<file path="src/design/raft_peer_progress_tracker_unit_assert.svh">
// Assertion macros for the peer progress tracker
`ifndef RAFT_PEER_PROGRESS_TRACKER_UNIT_ASSERT_SVH
`define RAFT_PEER_PROGRESS_TRACKER_UNIT_ASSERT_SVH

`define RPPT_ASSERT_IMP(label, clk, rst_n, ante, cons, msg) \
    label: assert property (@(posedge clk) disable iff (!rst_n) (ante) |-> (cons)) \
        else $error(msg);

`define RPPT_ASSERT_NXT(label, clk, rst_n, ante, cons, msg) \
    label: assert property (@(posedge clk) disable iff (!rst_n) (ante) |=> (cons)) \
        else $error(msg);

`endif

</file>
<file path="src/design/rppt_ram.sv">
`timescale 1ns / 1ps
module rppt_ram #(
    parameter int Width = 8,
    parameter int Depth = 16
) (
    input  logic                     i_clk,
    input  logic                     i_we,
    input  logic [$clog2(Depth)-1:0] i_waddr,
    input  logic [Width-1:0]         i_wdata,
    input  logic [$clog2(Depth)-1:0] i_raddr,
    output logic [Width-1:0]         o_rdata
);
    logic [Width-1:0] r_mem [Depth];

    always_ff @(posedge i_clk) begin
        if (i_we) begin
            r_mem[i_waddr] <= i_wdata;
        end
        o_rdata <= r_mem[i_raddr];
    end
endmodule
</file>
<file path="config.mk">
export PLATFORM = sky130hd
export DESIGN_NAME = rppt_ram
export DESIGN_NICKNAME = d
export VERILOG_FILES = /design/src/design/raft_peer_progress_tracker_unit_assert.svh /design/src/design/rppt_ram.sv
export SDC_FILE = /design/constraint.sdc
export NUM_CORES = 1
export LEC_CHECK = 0
export BUFFER_PORTS_ARGS = -buffer_cell sky130_fd_sc_hd__buf_2
export CAP_MARGIN = 10
export CORE_MARGIN = 2
export CORE_UTILIZATION = 40
export CTS_BUF_LIST = sky130_fd_sc_hd__clkbuf_4
export DETAILED_ROUTE_END_ITERATION = 10
export PLACE_DENSITY_LB_ADDON = 0.05
export SLEW_MARGIN = 25
export SYNTH_ARGS = -nofsm -noshare
export SYNTH_HDL_FRONTEND = slang
export SYNTH_SLANG_ARGS = --single-unit
</file>
<file path="constraint.sdc">
create_clock -name i_clk -period 1.74 [get_ports i_clk]
set_clock_uncertainty 0.1 [all_clocks]
set_input_delay 0.174 -clock i_clk [delete_from_list [all_inputs] [get_ports i_clk]]
set_output_delay 0.174 -clock i_clk [all_outputs]
set_load 0.02 [all_outputs]
</file>
Yosys cells after proc, flatten, opt, wreduce, memory -nomap -nowiden
Memories as Yosys holds them, arrays and structs flattened. A register that Yosys moved wholly into a read port is not among the register bits. Cells that the tools add are included.

Multiplexer cells: 2.

Operators with widths (number): $mux W1 (2).

Flip-flop bits (word level): 0. Memories: 1. RAM bits: 128.

Memory list: r_mem (words 16, width 8, read ports 1, clocked after memory_dff 1, write ports 1, line rppt_ram.sv:13) `logic [Width-1:0] r_mem [Depth];`.

Logic depth before layout (Yosys ltp)
Depth after elaboration: 2. Gate-level depth with buffers: 5.

Worst setup path after synthesis
OpenSTA, ideal clock, no wires.

Path kind: input-to-reg. Start point: in i_waddr[2]. End point: mem r_mem[0][0], enable pin. Setup slack: -0.027 ns. Cell stages on the path: 2. Required time: 1.257 ns. Data arrival time: 1.284 ns. Setup time: 0.383 ns. Path buffers: 0. Path through: or3b_2 nor3_1.

RTL lines: start: declaration (line rppt_ram.sv:8) `input logic [$clog2(Depth)-1:0] i_waddr,`; end: declaration (line rppt_ram.sv:13).

No word-level cell before the write port.

==> results.tsv <==
stage	metric	value	unit
run_status	outcome	complete, no violations	
critical_path	Critical Path End Type	flip-flop	
critical_path	WS Path Type	flip-flop to flip-flop	
route	DR WL/cell	21.63	um
floorplanning	total core area	0.01257	mm^2
cells_and_area	Nets	313	
clock_network	Root Driver	clkbuf_4	
critical_path	CP max-delay cell	mux4_1	
grt	first-pass GRT wire length	15.73	mm
route	Routed WL	10.38	mm
cells_and_area	commonest cells after routing, fill and taps aside	edfxtp_1 (128), buf_2 (25), clkbuf_4 (24)	
cells_and_area	most common cell after layout, fill and taps aside	edfxtp_1	
cells_and_area	layout cells sized above 1	0.3117	
logic_synthesis	FF+latch count, synth	136	
timing	Hold Fails Final Rpt	0	
grt	initial antenna violation count	0	
cells_and_area	# diodes	0	
critical_path	number of cells on the critical path	3	
clock_network	clk_lat worst skew	0.52	ns
clock_network	Resize count post-CTS	0	
floorplanning	Initial Util	0.4096	
timing	Tmin final	1.449	ns
critical_path	Crit path arrival time	1.75	ns
logic_synthesis	Cells after Synth	229	
timing	Pins Over Slew Limit	0	
power_and_ir_drop	Flop pwr share	0.644	
clock_network	clk buf depth	2	
grt	Tot GR Track Use	0.1658	
critical_path	r2r worst-path depth	3	
grt	number of global-route vias before repair	2520	
place	Port Buf Inserts	25	
hold_path	hold path depth	3	
cells_and_area	design area	0.005906	mm^2
timing	Final Cycle Share	0.8330	
timing	RSZ-0062 raised after global routing	no	
critical_path	startpoint types	flip-flop	
floorplanning	die area	0.01379	mm^2
timing	Setup TNS Final	0	ns
logic_synthesis	post-synth design cell area	0.005147	mm^2
timing	f_max	0.6899	GHz
timing	final setup violation count	0	
critical_path	Crit Path Max Fanout	1	
logic_synthesis	post-synthesis area per instance	22.48	um^2
logic_synthesis	sequential element share of the synthesized area	0.7778	
route	# DRC	0	
clock_network	# clock sinks	136	
power_and_ir_drop	Comb pwr share	0.067	
route	First-pass DRT Iterations	6	
place	Placed Area	0.005612	mm^2
power_and_ir_drop	VDD IR max	0.0003924	V
timing	Tightest Pin Transition	0.8680	ns
floorplanning	Cell Rows	41	
route	vias per cell	5.131	
clock_network	CTS Buf Count	17	
logic_synthesis	cell type with the largest total area after synthesis	edfxtp_1	
cells_and_area	Area Overhead vs Synth	14.73	%
cells_and_area	Final Non-Filler Cells	480	
floorplanning	die height	117.4	um
place	DP HPWL	6.631	mm
power_and_ir_drop	Switch Pwr	0.001247	W
floorplanning	Die W	117.4	um
power_and_ir_drop	leak pwr	1.994	nW
critical_path	crit-path cells	mux4_1 > a22oi_1 > nand2_1	
power_and_ir_drop	P_int	0.004466	W
grt	Congestion Overflow GR	0	
hold_path	worst hold path type	input port to flip-flop	
logic_synthesis	synthesis warning total	0	
logic_synthesis	share of the synthesized area in the top cell type	0.7467	
place	placer congestion estimate	0.7101	
route	Post-DRT Antenna Nets	0	
route	1st-iter DRT viols	135	
clock_network	H-tree Lvls	4	
logic_synthesis	post-synthesis cell type count	19	
route	vias	2463	
clock_network	CTS tree	yes	
critical_path	required time worst endpoint	2.04	ns
grt	pin count of the biggest net entering global routing	25	
power_and_ir_drop	power per standard cell area	967.4	mW/mm^2
critical_path	delay-heaviest family, CP	multiplexers	
timing	headroom to the max-slew limit	0.4201	
place	placed insts	440	
clock_network	clk slew on worst S/H paths	0.11	ns
flow_run	max-cap viol count	0	
clock_network	Post-CTS Repair Setup Buffers	0	
power_and_ir_drop	switching portion of total power	0.2182	
floorplanning	IO Count	26	
logic_synthesis	Synth area leaders	edfxtp_1 (75%), mux4_2 (7.9%), mux4_1 (7.1%)	
cells_and_area	fillers	1094	
power_and_ir_drop	Clock Power Share	0.290	
critical_path	slowest stage delay, CP	0.49	ns
clock_network	hold buffer count at CTS	8	
critical_path	crit path buf inv count	0	
logic_synthesis	Synthesized Nets	247	
flip-flops by register name, indices dropped and copies added (netlist names):
signal,cells
o_rdata,8
r_mem,128
worst reg2reg max path: stages (launching register included):
cell      delay [ns]
edfxtp_1        0.38
mux4_1          0.49
a22oi_1         0.28
nand2_1         0.09
cell type report:
cell class,instances,area (um^2),area share
Sequential cell,136,4004,0.6780
Multi-Input combinational cell,83,1062,0.1799
Timing Repair Buffer,57,410.4,0.06949
Tap cell,172,215.2,0.03644
Clock buffer,24,180.2,0.03051
Clock inverter,8,33.78,0.005720
metal layers:
layer	vias up	GRT usage	share of wire
met3	14	0.04232	0.033
met2	54	0.2507	0.50
met1	1283	0.2284	0.46
met4	0	0.07455	0.015
met5	-	0	0
li1	1112	-	-
path summary, 6_finish.rpt:
| check | endpoint | slack (ns) | startpoint |
|---|---|---|---|
| worst max register to register | o_rdata[1] | 0.29 | r_mem[8][1] |
| worst min-delay path | r_mem[0][5] | 0.11 | i_waddr[0] |
| worst max-delay path | o_rdata[1] | 0.29 | r_mem[8][1] |
| worst min register to register | o_rdata[6] | 0.58 | r_mem[14][6] |
stage by stage:
step           hold WS (ns)    util  setup slack (ns)  power, W
2_1_floorplan        0.1729       -            0.1999  0.003959
3_3_place_gp         0.4710  0.4465          0.004697  0.004131
3_5_place_dp         0.4786  0.4465          0.003282  0.004134
4_1_cts             0.04409  0.4699            0.2701  0.005804
5_1_grt             0.07944  0.4699            0.1998  0.005956
6_report             0.1072  0.4699            0.2906  0.005713
power groups by stage:
stage                     registers [W]  clock network [W]  logic [W]
after detailed placement        0.00375                  0   0.000380
after global routing            0.00368            0.00185   0.000419
final                           0.00368            0.00165   0.000382
after floorplan                 0.00377                  0   0.000186
after global placement          0.00375                  0   0.000378
after CTS                       0.00368            0.00173   0.000395
synth_stat cells:
cell	number
a22oi_1	16
and2_1	1
and2b_1	1
buf_2	3
buf_4	1
buf_6	3
clkdlybuf4s25_2	3
dfxtp_1	8
edfxtp_1	128
mux4_1	14
mux4_2	18
nand2_1	9
nand2b_1	2
nand3_1	1
nand3b_1	2
nor2_1	13
nor2b_1	1
nor3_1	4
or3b_2	1
kinds of logic (layout without fill, tap and decap cells):
logic type,after synthesis,after routing,synth area share
flip-flops,136,136,0.7778
AND/OR/NAND/NOR,35,35,0.03184
multiplexers,32,32,0.1502
AO/OA/AOI/OAI,16,16,0.02334
buffers and inverters,10,89,0.01677
(Power assumes the default switching activity.)
